--- config.mk ---
export PLATFORM = sky130hd
export DESIGN_NAME = elias_gamma_bit_codec_core
export DESIGN_NICKNAME = d
export VERILOG_FILES = /design/src/egc_pkg.sv /design/src/egc_front.sv /design/src/egc_queue.sv /design/src/egc_back.sv /design/src/elias_gamma_bit_codec_core.sv
export SDC_FILE = /design/constraint.sdc
export NUM_CORES = 1
export LEC_CHECK = 0
export BUFFER_PORTS_ARGS = -buffer_cell sky130_fd_sc_hd__buf_2
export CAP_MARGIN = 15
export CORE_MARGIN = 5
export CORE_UTILIZATION = 38
export DETAILED_ROUTE_END_ITERATION = 7
export PLACE_DENSITY = 0.51
export SLEW_MARGIN = 20
export SYNTH_ARGS = -nofsm -noshare
export SYNTH_HDL_FRONTEND = slang
export SYNTH_SLANG_ARGS = --single-unit
--- constraint.sdc ---
create_clock -name clk -period 4.61 [get_ports clk]
set_input_delay 1.1525 -clock clk [delete_from_list [all_inputs] [get_ports clk]]
set_output_delay 1.1525 -clock clk [all_outputs]
set_load 0.005 [all_outputs]
--- src/egc_pkg.sv ---
// ----------------------------------------------------------------------------
// egc_pkg
// Shared types, constants and a helper function of the Elias gamma bit codec.
// ----------------------------------------------------------------------------
package egc_pkg;

    localparam int VALUE_BITS = 32;
    localparam logic [31:0] VALUE_MASK = 32'((64'd1 << VALUE_BITS) - 64'd1);
    localparam logic [5:0]  END_RUN    = 6'd16;
    localparam logic [31:0] END_VALUE  = 32'h0001_0000;
    localparam logic [5:0]  END_LENGTH = 6'd33;
    localparam logic [5:0]  RUN_LIMIT  = 6'(VALUE_BITS);

    typedef enum logic [1:0] {
        KIND_BIT   = 2'd0,
        KIND_VALUE = 2'd1,
        KIND_END   = 2'd2,
        KIND_ERROR = 2'd3
    } kind_t;

    typedef enum logic {
        OP_ENCODE = 1'b0,
        OP_SINGLE = 1'b1
    } op_t;

    typedef struct packed {
        op_t         op;
        kind_t       kind;
        logic [31:0] data;
        logic [5:0]  code_length;
        logic [4:0]  msb;
    } cmd_t;

    typedef struct packed {
        logic valid;
        cmd_t cmd;
    } queue_head_t;

    // Index of the highest set bit, found by halving the search window.
    function automatic logic [4:0] msb_index(input logic [31:0] v);
        logic [31:0] x;
        logic [4:0]  pos;
        x   = v;
        pos = 5'd0;
        if (x[31:16] != 16'd0)
        begin
            pos[4] = 1'b1;
            x      = x >> 16;
        end
        if (x[15:8] != 8'd0)
        begin
            pos[3] = 1'b1;
            x      = x >> 8;
        end
        if (x[7:4] != 4'd0)
        begin
            pos[2] = 1'b1;
            x      = x >> 4;
        end
        if (x[3:2] != 2'd0)
        begin
            pos[1] = 1'b1;
            x      = x >> 2;
        end
        if (x[1])
        begin
            pos[0] = 1'b1;
        end
        return pos;
    endfunction

endpackage

--- src/egc_front.sv ---
// ----------------------------------------------------------------------------
// egc_front
// Accepts input transactions, runs the decoder state and turns each item into
// a command for the emitter, or into nothing for a quiet decode bit.
// ----------------------------------------------------------------------------
module egc_front
(
    input  logic          clk,
    input  logic          rst_n,
    input  logic          accept,
    input  logic          func,
    input  logic [31:0]   value,
    input  logic          in_bit,
    output logic          push,
    output egc_pkg::cmd_t push_cmd
);
    import egc_pkg::*;

    logic        reading_bits_reg, reading_bits_next;
    logic [5:0]  zero_run_reg, zero_run_next;
    logic [4:0]  bits_left_reg, bits_left_next;
    logic [31:0] accumulator_reg, accumulator_next;

    logic [31:0] enc_value;
    logic [4:0]  enc_msb;
    logic [31:0] acc_shift;
    logic [4:0]  bits_dec;
    logic [5:0]  run_inc;

    assign enc_value = value & VALUE_MASK;
    assign enc_msb   = msb_index(enc_value);
    assign acc_shift = {accumulator_reg[30:0], in_bit};
    assign bits_dec  = bits_left_reg - 5'd1;
    assign run_inc   = zero_run_reg + 6'd1;

    always_comb
    begin
        reading_bits_next = reading_bits_reg;
        zero_run_next     = zero_run_reg;
        bits_left_next    = bits_left_reg;
        accumulator_next  = accumulator_reg;
        push              = 1'b0;
        push_cmd.op          = OP_SINGLE;
        push_cmd.kind        = KIND_ERROR;
        push_cmd.data        = 32'd0;
        push_cmd.code_length = 6'd0;
        push_cmd.msb         = 5'd0;

        if (accept)
        begin
            if (!func)
            begin
                push = 1'b1;
                if (enc_value != 32'd0)
                begin
                    push_cmd.op          = OP_ENCODE;
                    push_cmd.kind        = KIND_BIT;
                    push_cmd.data        = enc_value;
                    push_cmd.code_length = {enc_msb, 1'b1};
                    push_cmd.msb         = enc_msb;
                end
            end
            else if (reading_bits_reg)
            begin
                accumulator_next = acc_shift;
                bits_left_next   = bits_dec;
                if (bits_dec == 5'd0)
                begin
                    push                 = 1'b1;
                    push_cmd.kind        = KIND_VALUE;
                    push_cmd.data        = acc_shift;
                    push_cmd.code_length = {zero_run_reg[4:0], 1'b1};
                    reading_bits_next    = 1'b0;
                    zero_run_next        = 6'd0;
                    bits_left_next       = 5'd0;
                    accumulator_next     = 32'd0;
                end
            end
            else if (!in_bit)
            begin
                zero_run_next = run_inc;
                if (run_inc >= RUN_LIMIT)
                begin
                    push          = 1'b1;
                    zero_run_next = 6'd0;
                end
            end
            else if (zero_run_reg == END_RUN)
            begin
                push                 = 1'b1;
                push_cmd.kind        = KIND_END;
                push_cmd.data        = END_VALUE;
                push_cmd.code_length = END_LENGTH;
                zero_run_next        = 6'd0;
            end
            else if (zero_run_reg == 6'd0)
            begin
                push                 = 1'b1;
                push_cmd.kind        = KIND_VALUE;
                push_cmd.data        = 32'd1;
                push_cmd.code_length = 6'd1;
            end
            else
            begin
                reading_bits_next = 1'b1;
                bits_left_next    = zero_run_reg[4:0];
                accumulator_next  = 32'd1;
            end
        end
    end

    always_ff @(posedge clk or negedge rst_n)
    begin
        if (!rst_n)
        begin
            reading_bits_reg <= 1'b0;
            zero_run_reg     <= 6'd0;
            bits_left_reg    <= 5'd0;
            accumulator_reg  <= 32'd0;
        end
        else
        begin
            reading_bits_reg <= reading_bits_next;
            zero_run_reg     <= zero_run_next;
            bits_left_reg    <= bits_left_next;
            accumulator_reg  <= accumulator_next;
        end
    end

endmodule

--- src/egc_queue.sv ---
// ----------------------------------------------------------------------------
// egc_queue
// Two-entry command queue between the classifier and the emitter.
// ----------------------------------------------------------------------------
module egc_queue
(
    input  logic                 clk,
    input  logic                 rst_n,
    input  logic                 push,
    input  egc_pkg::cmd_t        push_cmd,
    input  logic                 pop,
    output logic                 full,
    output egc_pkg::queue_head_t head
);
    import egc_pkg::*;

    cmd_t       slots_reg [2];
    logic       wr_ptr_reg, wr_ptr_next;
    logic       rd_ptr_reg, rd_ptr_next;
    logic [1:0] count_reg, count_next;

    assign full       = (count_reg == 2'd2);
    assign head.valid = (count_reg != 2'd0);
    assign head.cmd   = slots_reg[rd_ptr_reg];

    always_comb
    begin
        wr_ptr_next = wr_ptr_reg ^ push;
        rd_ptr_next = rd_ptr_reg ^ pop;
        count_next  = count_reg + {1'b0, push} - {1'b0, pop};
    end

    always_ff @(posedge clk)
    begin
        if (push)
        begin
            slots_reg[wr_ptr_reg] <= push_cmd;
        end
    end

    always_ff @(posedge clk or negedge rst_n)
    begin
        if (!rst_n)
        begin
            wr_ptr_reg <= 1'b0;
            rd_ptr_reg <= 1'b0;
            count_reg  <= 2'd0;
        end
        else
        begin
            wr_ptr_reg <= wr_ptr_next;
            rd_ptr_reg <= rd_ptr_next;
            count_reg  <= count_next;
        end
    end

endmodule

--- src/egc_back.sv ---
// ----------------------------------------------------------------------------
// egc_back
// Emitter: walks each encode command one code bit per cycle unless the output
// stalls, and passes single results through, into a registered output stage.
// ----------------------------------------------------------------------------
module egc_back
(
    input  logic                 clk,
    input  logic                 rst_n,
    input  egc_pkg::queue_head_t head,
    output logic                 pop,
    output logic                 m_tvalid,
    input  logic                 m_tready,
    output logic [39:0]          m_tdata,
    output logic [1:0]           m_tuser,
    output logic                 m_tlast
);
    import egc_pkg::*;

    cmd_t        cur_reg;
    logic        cur_valid_reg, cur_valid_next;
    logic [5:0]  idx_reg, idx_next;

    logic        out_valid_reg, out_valid_next;
    kind_t       out_kind_reg;
    logic        out_bit_reg;
    logic [31:0] out_decoded_reg;
    logic [5:0]  out_length_reg;
    logic        out_last_reg;

    logic        load_out;
    logic        advance;
    logic [5:0]  last_idx;
    logic [5:0]  bit_sel;
    logic        res_bit;
    logic        res_last;
    logic [31:0] res_decoded;

    assign load_out = !out_valid_reg || m_tready;
    assign advance  = cur_valid_reg && load_out;
    assign last_idx = {cur_reg.msb, 1'b0};
    assign bit_sel  = last_idx - idx_reg;

    always_comb
    begin
        res_bit     = 1'b0;
        res_last    = 1'b1;
        res_decoded = cur_reg.data;
        if (cur_reg.op == OP_ENCODE)
        begin
            res_decoded = 32'd0;
            res_last    = (idx_reg == last_idx);
            if (idx_reg >= {1'b0, cur_reg.msb})
            begin
                res_bit = cur_reg.data[bit_sel[4:0]];
            end
        end
    end

    assign pop = head.valid && (!cur_valid_reg || (advance && res_last));

    always_comb
    begin
        cur_valid_next = cur_valid_reg;
        idx_next       = idx_reg;
        if (advance)
        begin
            idx_next = idx_reg + 6'd1;
            if (res_last)
            begin
                cur_valid_next = 1'b0;
            end
        end
        if (pop)
        begin
            cur_valid_next = 1'b1;
            idx_next       = 6'd0;
        end
        out_valid_next = out_valid_reg;
        if (load_out)
        begin
            out_valid_next = cur_valid_reg;
        end
    end

    always_ff @(posedge clk or negedge rst_n)
    begin
        if (!rst_n)
        begin
            cur_valid_reg <= 1'b0;
            idx_reg       <= 6'd0;
            out_valid_reg <= 1'b0;
        end
        else
        begin
            cur_valid_reg <= cur_valid_next;
            idx_reg       <= idx_next;
            out_valid_reg <= out_valid_next;
        end
    end

    always_ff @(posedge clk)
    begin
        if (pop)
        begin
            cur_reg <= head.cmd;
        end
        if (advance)
        begin
            out_kind_reg    <= cur_reg.kind;
            out_bit_reg     <= res_bit;
            out_decoded_reg <= res_decoded;
            out_length_reg  <= cur_reg.code_length;
            out_last_reg    <= res_last;
        end
    end

    assign m_tvalid = out_valid_reg;
    assign m_tdata  = {1'b0, out_length_reg, out_decoded_reg, out_bit_reg};
    assign m_tuser  = out_kind_reg;
    assign m_tlast  = out_last_reg;

endmodule

--- src/elias_gamma_bit_codec_core.sv ---
// ----------------------------------------------------------------------------
// elias_gamma_bit_codec_core
// Bit-serial Elias gamma encoder and decoder on streaming interfaces.
// ----------------------------------------------------------------------------
// Each input transaction either encodes a positive value or feeds one stream
// bit to the decoder. A decode bit is accepted every cycle the queue is not full
// and yields at most one result. An encode item whose highest set bit is
// n produces 2n+1 result transactions, one per cycle while not stalled, from
// the single emitter; encoding zero yields one error result. A two-entry command
// queue sits between the classifier and the emitter, so input is taken while
// earlier codes are still being sent and stalls only when that queue is full.
module elias_gamma_bit_codec_core
(
    input  logic        clk,
    input  logic        rst_n,
    input  logic        s_tvalid,
    output logic        s_tready,
    input  logic [39:0] s_tdata,   // value[31:0], in_bit[32], zero padding
    input  logic [0:0]  s_tuser,   // func[0]
    output logic        m_tvalid,
    input  logic        m_tready,
    output logic [39:0] m_tdata,   // out_bit[0], decoded[32:1], code_length[38:33]
    output logic [1:0]  m_tuser,   // kind[1:0]
    output logic        m_tlast
);
    import egc_pkg::*;

    logic        accept;
    logic        push;
    cmd_t        push_cmd;
    logic        pop;
    logic        full;
    queue_head_t head;

    assign s_tready = !full;
    assign accept   = s_tvalid && s_tready;

    egc_front u_front
    (
        .clk      (clk),
        .rst_n    (rst_n),
        .accept   (accept),
        .func     (s_tuser[0]),
        .value    (s_tdata[31:0]),
        .in_bit   (s_tdata[32]),
        .push     (push),
        .push_cmd (push_cmd)
    );

    egc_queue u_queue
    (
        .clk      (clk),
        .rst_n    (rst_n),
        .push     (push),
        .push_cmd (push_cmd),
        .pop      (pop),
        .full     (full),
        .head     (head)
    );

    egc_back u_back
    (
        .clk      (clk),
        .rst_n    (rst_n),
        .head     (head),
        .pop      (pop),
        .m_tvalid (m_tvalid),
        .m_tready (m_tready),
        .m_tdata  (m_tdata),
        .m_tuser  (m_tuser),
        .m_tlast  (m_tlast)
    );

endmodule

* After elaboration in Yosys (flattened, before gate mapping)
Memories as Yosys holds them, arrays and structs flattened. A register that Yosys moved wholly into a read port is not among the register bits.
Cells that the tools add are included.
W data, S select, Z words.
** Cells by class
- Shift-type cells :: 0
- Bitwise gates (word level) :: 3
- Reduce and logical (&&, ||, !) cells :: 25
- Magnitude comparators :: 3
- Div/mod/pow operators :: 0
- Multipliers :: 0
- Muxes and demuxes :: 57
- Eq/ne operators :: 7
- Add/subtract/negate cells :: 6
** Operators by type and width (number)
- $mux W40 :: 6
- $mux W31 :: 5
- $mux W46 :: 2
- $mux W6 :: 7
- $reduce_bool A32 Y1 :: 1
- $mux W5 :: 6
- $mux W1 :: 26
- $mux W16 :: 1
- $reduce_bool A16 Y1 :: 1
- $add A6 B1 Y6 const B :: 2
- $reduce_bool A2 Y1 :: 5
- $mux W8 :: 1
- $reduce_bool A8 Y1 :: 1
- $eq A6 B5 Y1 const B :: 1
- $eq A6 B6 Y1 :: 1
- $ge A6 B5 Y1 :: 1
- $ge A6 B6 Y1 const B :: 1
- $logic_not A6 Y1 :: 1
- $lt A5 B6 Y1 const B :: 1
- $bmux W1 S5 :: 1
- $logic_not A5 Y1 :: 1
- $reduce_and A5 Y1 :: 1
- $sub A5 B1 Y5 const B :: 1
- $sub A5 B5 Y5 :: 1
- 17 further kinds :: 26
** Storage, ports and cells
- Register bits after elaboration :: 97
- Memories :: 1
- Input port bits :: 45
- Memory bits (read-only) :: 0
- Latch bits :: 0
- Output and inout bits :: 45
- Logic and storage cells :: 117
- RAM bits :: 92
** Memories
- u_queue.slots_reg :: depth 2, width 46, read ports 1, clocked after Yosys merged registers in 1, wr ports 1, RTL line egc_queue.sv:17 : cmd_t slots_reg [2];

* Logic depth before layout (Yosys ltp)
- Depth in word-level cells :: 12
- Gate-level depth with buffers :: 13
- Depth with buffers taken out :: 12

* Cells and area by module
From an unflattened synthesis, not the netlist that was laid out.
** Second synthesis, totals
- Cell total of the unflattened synthesis :: 671
- Area total of the unflattened synthesis :: 10173.5 um2
** Modules (own cells, without submodules)
- egc_back :: instances 1, area an instance 3829.9 um2, cells an instance 225, seq. area each 2842.7 um2
- egc_queue :: instances 1, area an instance 3653.5 um2, cells an instance 159, seq. area each 2862.7 um2
- egc_front :: instances 1, area an instance 2680.1 um2, cells an instance 285, seq. area each 1076.0 um2
- elias_gamma_bit_codec_core :: instances 1, area an instance 10.0 um2, cells an instance 2, seq. area each 0.0 um2

* Least setup slack after synthesis
OpenSTA, ideal clock, no wires.
- Path kind :: input to register
- Start point :: input port m_tready
- End point :: register u_queue.count_reg[1]
- Data required time :: 4530 ps
- Buffers on the path :: 1
- Arrival :: 3861 ps
- Cell stages on the path :: 9
- Setup time :: 80 ps
- Path slack :: 669 ps
- Cell sequence :: nor2b_1 -> o21ai_0 -> o21a_1 -> clkbuf_1 -> ha_1 -> inv_1 -> ha_1 -> xnor2_1 -> xnor2_1
** Between the ends
- Word-level cells in the longest chain between the ends :: 6
** Ends and longest elaborated chain
- start: declaration :: RTL line elias_gamma_bit_codec_core.sv:21 : input logic m_tready,
- $logic_or A1 B1 Y1 :: RTL line egc_back.sv:39 : assign load_out = !out_valid_reg || m_tready;
- $logic_and A1 B1 Y1 :: RTL line egc_back.sv:40 : assign advance = cur_valid_reg && load_out;
- $logic_and A1 B1 Y1 :: RTL line egc_back.sv:60 : assign pop = head.valid && (!cur_valid_reg || (advance && res_last));
- $logic_or A1 B1 Y1 :: RTL line egc_back.sv:60
- $logic_and A1 B1 Y1 :: RTL line egc_back.sv:60
- named net pop :: RTL line elias_gamma_bit_codec_core.sv:31 : logic pop;
- $sub A2 B1 Y2 :: RTL line egc_queue.sv:30 : count_next = count_reg + {1'b0, push} - {1'b0, pop};
- named net u_queue.count_next[1] :: RTL line egc_queue.sv:20 : logic [1:0] count_reg, count_next;
- end signal: assignment :: RTL line egc_queue.sv:53 : count_reg <= count_next;
- end: declaration :: RTL line egc_queue.sv:20
The timed path passes the listed nets, and every way through them passes these cells.
A chain may end at the register's enable or synchronous reset.

==> tab_implementation.tex <==
\begin{tabular}{lr}
\hline
Metric & Value \\
\hline
\multicolumn{2}{l}{\textbf{Clock network}} \\
\quad Buffer type at the clock tree root & sky130\_fd\_sc\_hd\_\_clkbuf\_16 \\
\quad Clk pin slew, worst setup/hold paths & 0.05 ns \\
\quad Total CTS buffers & 26 \\
\quad Maximum buffer depth of the clock tree & 3 \\
\quad H-tree depth & 1 \\
\quad TritonCTS Sinks & 235 \\
\quad Post-CTS Hold Buffers & 0 \\
\quad Clock tree from TritonCTS & yes \\
\quad Count of cells resized by post-cts repair & 0 \\
\quad Source-to-sink clock delay at the later pin of the worst-skew pair & 0.52 ns \\
\quad Post-CTS setup repair buffer count & 0 \\
\multicolumn{2}{l}{\textbf{STA}} \\
\quad Hold slack & 0.416 ns \\
\quad Max Clk Rate & 310 MHz \\
\quad Setup violations, final & 0 \\
\quad Final count of hold timing violations & 0 \\
\quad Smallest setup slack after layout & 1.38 ns \\
\quad Worst setup skew after layout & 0.0179 ns \\
\quad Actual transition at the worst max-transition pin & 1.10 ns \\
\quad Unrepaired setup endpoints after global routing & false \\
\quad Final critical delay including setup and external delays & 3.23 ns \\
\quad Slew Limit Fails & 0 \\
\quad Worst slew margin relative to its limit & 26.5\% \\
\quad Setup TNS & 0 ns \\
\quad Share of the clock period used by the worst path after layout & 70.0\% \\
\multicolumn{2}{l}{\textbf{Setup path}} \\
\quad Critical path arrival & 3.61 ns \\
\quad Launching element type of the critical path & input port \\
\quad Crit Path Class & input port to flip-flop \\
\quad Critical path fanouts, max & 9 \\
\quad End of the worst register-to-register path & u\_queue.slots\_reg[1][31] \\
\quad Cells along the critical path & buf\_2 -> or4\_4 -> nor4\_4 -> o21ai\_2 -> a2111oi\_2 -> nor4\_1 -> a211oi\_2 -> a21o\_1 \\
\quad Library cell contributing the largest single delay on the critical path & sky130\_fd\_sc\_hd\_\_nor4\_4 \\
\quad Crit path largest cell delay & 0.67 ns \\
\quad Capturing element type of the critical path & flip-flop \\
\quad Logic depth of the worst setup path including buffers & 8 \\
\quad Critical path's top delay family & simple AND/OR/NAND/NOR gates \\
\quad Length in cells of the worst reg-to-reg path & 9 \\
\quad Origin of the critical flop-to-flop path & u\_front.bits\_left\_reg[0] \\
\quad R2r setup slk & 1.45 ns \\
\quad Launch point of the worst path & s\_tdata[24] \\
\quad Critical Path Sink & u\_queue.slots\_reg[0][6] \\
\quad Worst endpoint required time & 4.99 ns \\
\quad Count of buffering cells on the critical path with inverters included & 1 \\
\multicolumn{2}{l}{\textbf{Detailed routing}} \\
\quad DRC Markers & 0 \\
\quad Routed wire per std cell & 19.0 um \\
\quad Vias per inst & 5.18 \\
\quad Via count & 5,745 \\
\quad Detailed Route WL & 21,000 um \\
\quad Number of nets with antenna violations after routing & 0 \\
\quad DRT Pass-1 Iters & 4 \\
\quad First-iteration detailed-routing DRC count & 315 \\
\multicolumn{2}{l}{\textbf{Logic synthesis}} \\
\quad Cell types occupying the most area after synthesis & sky130\_fd\_sc\_hd\_\_edfxtp\_1, sky130\_fd\_sc\_hd\_\_dfrtp\_1, sky130\_fd\_sc\_hd\_\_a22o\_1, sky130\_fd\_sc\_hd\_\_mux2\_2, sky130\_fd\_sc\_hd\_\_ha\_1 \\
\quad Top-area cell type share of the netlist area & 54.3\% \\
\quad Number of synthesized flops with an enable pin & 180 \\
\quad Share of flip-flops with an asynchronous set or reset & 23.4\% \\
\quad Compound-Gate Fraction of Synth Area & 10.5\% \\
\quad Cell area after synthesis & 9950 um2 \\
\quad Synth Area in XOR/XNOR & 1.14\% \\
\quad Portion of netlist area occupied by mux cells & 7.67\% \\
\quad Seq cells post-synth & 235 \\
\quad Main combinational cell family by area after synthesis & compound AO/OA/AOI/OAI gates \\
\quad Library cell with the largest summed area after synthesis & sky130\_fd\_sc\_hd\_\_edfxtp\_1 \\
\quad Total of warnings raised by yosys & 0 \\
\quad Gate count after technology mapping & 668 \\
\quad Post-synthesis cell type count & 54 \\
\quad Synth Area in Simple Gates & 8.01\% \\
\quad Synthesized netlist net count & 732 \\
\quad Proportion of synthesized chip area in sequential cells & 68.1\% \\
\quad Adder-cell share of the synthesized area & 2.46\% \\
\quad Main flop type after synthesis & sky130\_fd\_sc\_hd\_\_edfxtp\_1 \\
\quad Per-instance average area after synthesis & 14.9 um2 \\
\multicolumn{2}{l}{\textbf{Floorplan}} \\
\quad Vertical die dimension & 172 um \\
\quad Die area & 29,500 um2 \\
\quad Starting density of the core & 38.4\% \\
\quad Cell row count & 59 \\
\quad Core Footprint & 25,900 um2 \\
\quad I/O pin count & 90 \\
\quad Width of the die & 172 um \\
\multicolumn{2}{l}{\textbf{Min path}} \\
\quad Worst Hold Path Cells & 0 \\
\quad Hold crit path type & flip-flop to flip-flop \\
\multicolumn{2}{l}{\textbf{Power and ir drop}} \\
\quad Combinational power share & 25.5\% \\
\quad Total power per unit cell area & 619 nW/um2 \\
\quad Sequential cell fraction of total power & 46.9\% \\
\quad Switching part of the total power & 28.9\% \\
\quad Leakage power & 4.43 nW \\
\quad Clock Power Share & 27.6\% \\
\quad Internal & 5.11 mW \\
\quad IR Drop Worst-Case VDD & 0.000333 V \\
\quad Power spent charging and discharging nets & 2.07 mW \\
\multicolumn{2}{l}{\textbf{Place}} \\
\quad Count of buffers from port buffering & 81 \\
\quad HPWL Detailed & 15,300 um \\
\quad Post-placement cell area & 10,800 um2 \\
\quad Placer Congestion & 0.819 \\
\quad Worst-case setup slack after placement & 0.839 ns \\
\multicolumn{2}{l}{\textbf{Global routing}} \\
\quad Wire length of the first global-routing pass & 33,800 um \\
\quad Largest net degree at the start of global routing & 53 \\
\quad Leftover overflow at the end of global routing & 0 \\
\quad Vias in the first global route & 5,898 \\
\quad Global router's overall resource usage & 14.6\% \\
\quad Initial antenna violation count & 0 \\
\multicolumn{2}{l}{\textbf{Finish}} \\
\quad Antenna diode count & 0 \\
\quad Post-layout net count & 820 \\
\quad Post-synthesis to final-layout area growth & 16.5\% \\
\quad Commonest non-fill, non-tap cell in the layout & sky130\_fd\_sc\_hd\_\_edfxtp\_1 \\
\quad Commonest cells after routing, fill and taps aside & sky130\_fd\_sc\_hd\_\_edfxtp\_1, sky130\_fd\_sc\_hd\_\_buf\_2, sky130\_fd\_sc\_hd\_\_a22o\_1 \\
\quad Final Instance Area & 11,600 um2 \\
\quad Fraction of layout cells with a size suffix above 1 & 26.0\% \\
\quad Largest register FFs & 92 \\
\multicolumn{2}{l}{\textbf{Job}} \\
\quad Max-cap violation count & 0 \\
\multicolumn{2}{l}{\textbf{Status}} \\
\quad Run status & finished, final reports clean \\
\hline
\end{tabular}
==> metrics by stage <==
stage	utilization [%]	instances	power [mW]
after detailed placement	41.5	1063	5.29
after floorplan	-	668	4.61
after CTS	44.7	1109	7.30
after global placement	41.5	1063	5.22
final	44.7	1109	7.18
after global routing	44.7	1109	7.64
==> routing by layer <==
layer | wire (um) | global-route usage (%) | up-vias | share of wire, %
met1 | 10100 | 21.6 | 2831 | 48
met5 | 0 | 0 | - | 0
li1 | - | - | 2739 | -
met4 | 295 | 3.08 | 0 | 1.4
met3 | 1210 | 2.83 | 24 | 5.8
met2 | 9450 | 22.7 | 151 | 45
==> area by class of cell <==
class                   count  area, um2
clock inverters            11        113
multi-input cells         380       2990
well taps                 335        419
fillers                  2314      14300
repair buffers             91        480
flip-flops and latches    235       6780
inverters                  22       82.6
clock buffers              35        726
==> power groups by stage <==
stage,clock network (mW),logic (mW),registers (mW)
after detailed placement,0,1.87,3.42
after global placement,0,1.82,3.40
after CTS,2.04,1.88,3.38
after floorplan,0,1.34,3.27
final,1.98,1.83,3.37
after global routing,2.14,2.05,3.45
==> cells in the mapped netlist (2+ instances only) <==
library cell / instances
sky130_fd_sc_hd__mux2_2: 46
sky130_fd_sc_hd__mux4_2: 10
sky130_fd_sc_hd__o21ai_0: 18
sky130_fd_sc_hd__nor3_1: 10
sky130_fd_sc_hd__dfrtp_1: 55
sky130_fd_sc_hd__a21o_1: 9
sky130_fd_sc_hd__buf_1: 3
sky130_fd_sc_hd__clkbuf_1: 25
sky130_fd_sc_hd__or4_1: 4
sky130_fd_sc_hd__a21oi_1: 19
sky130_fd_sc_hd__a31oi_1: 6
sky130_fd_sc_hd__nor4_1: 8
sky130_fd_sc_hd__o31ai_1: 3
sky130_fd_sc_hd__o211ai_1: 3
sky130_fd_sc_hd__nand2b_1: 6
sky130_fd_sc_hd__nor2_1: 30
sky130_fd_sc_hd__o21a_1: 2
sky130_fd_sc_hd__or4_4: 2
sky130_fd_sc_hd__and2_1: 33
sky130_fd_sc_hd__ha_1: 18
sky130_fd_sc_hd__inv_1: 22
sky130_fd_sc_hd__buf_4: 2
sky130_fd_sc_hd__nor2b_1: 4
sky130_fd_sc_hd__a211oi_1: 3
sky130_fd_sc_hd__o22ai_1: 4
sky130_fd_sc_hd__mux2i_1: 2
sky130_fd_sc_hd__xnor2_1: 9
sky130_fd_sc_hd__a22o_1: 60
sky130_fd_sc_hd__and3_1: 4
sky130_fd_sc_hd__nand3_1: 14
sky130_fd_sc_hd__edfxtp_1: 180
sky130_fd_sc_hd__nand4_1: 3
sky130_fd_sc_hd__xor2_1: 4
sky130_fd_sc_hd__nand2_1: 27
==> kinds of logic after synthesis <==
kind of cell / Yosys count
DFF: 235
AOI/OAI and AO/OA: 139
buffers and inverters: 53
muxes: 58
xor gates and xnor gates: 13
and+or+nand+nor: 150
other: 1
adders and majority gates: 19
==> worst min-delay path by stage <==
| stage | from | end | slack [ns] |
|---|---|---|---|
| 3_3_place_gp | u_back.cur_reg[5] | u_back.out_length_reg[0] | 0.41 |
| 6_report | u_back.cur_reg[10] | u_back.out_length_reg[5] | 0.42 |
| 5_1_grt | u_back.cur_reg[10] | u_back.out_length_reg[5] | 0.42 |
| 3_5_place_dp | u_back.cur_reg[10] | u_back.out_length_reg[5] | 0.41 |
| 2_1_floorplan | u_back.cur_reg[43] | u_back.m_tuser[0] | 0.40 |
| 4_1_cts | u_back.cur_reg[10] | u_back.out_length_reg[5] | 0.42 |
No activity file was read; power rests on OpenSTA's default activity.
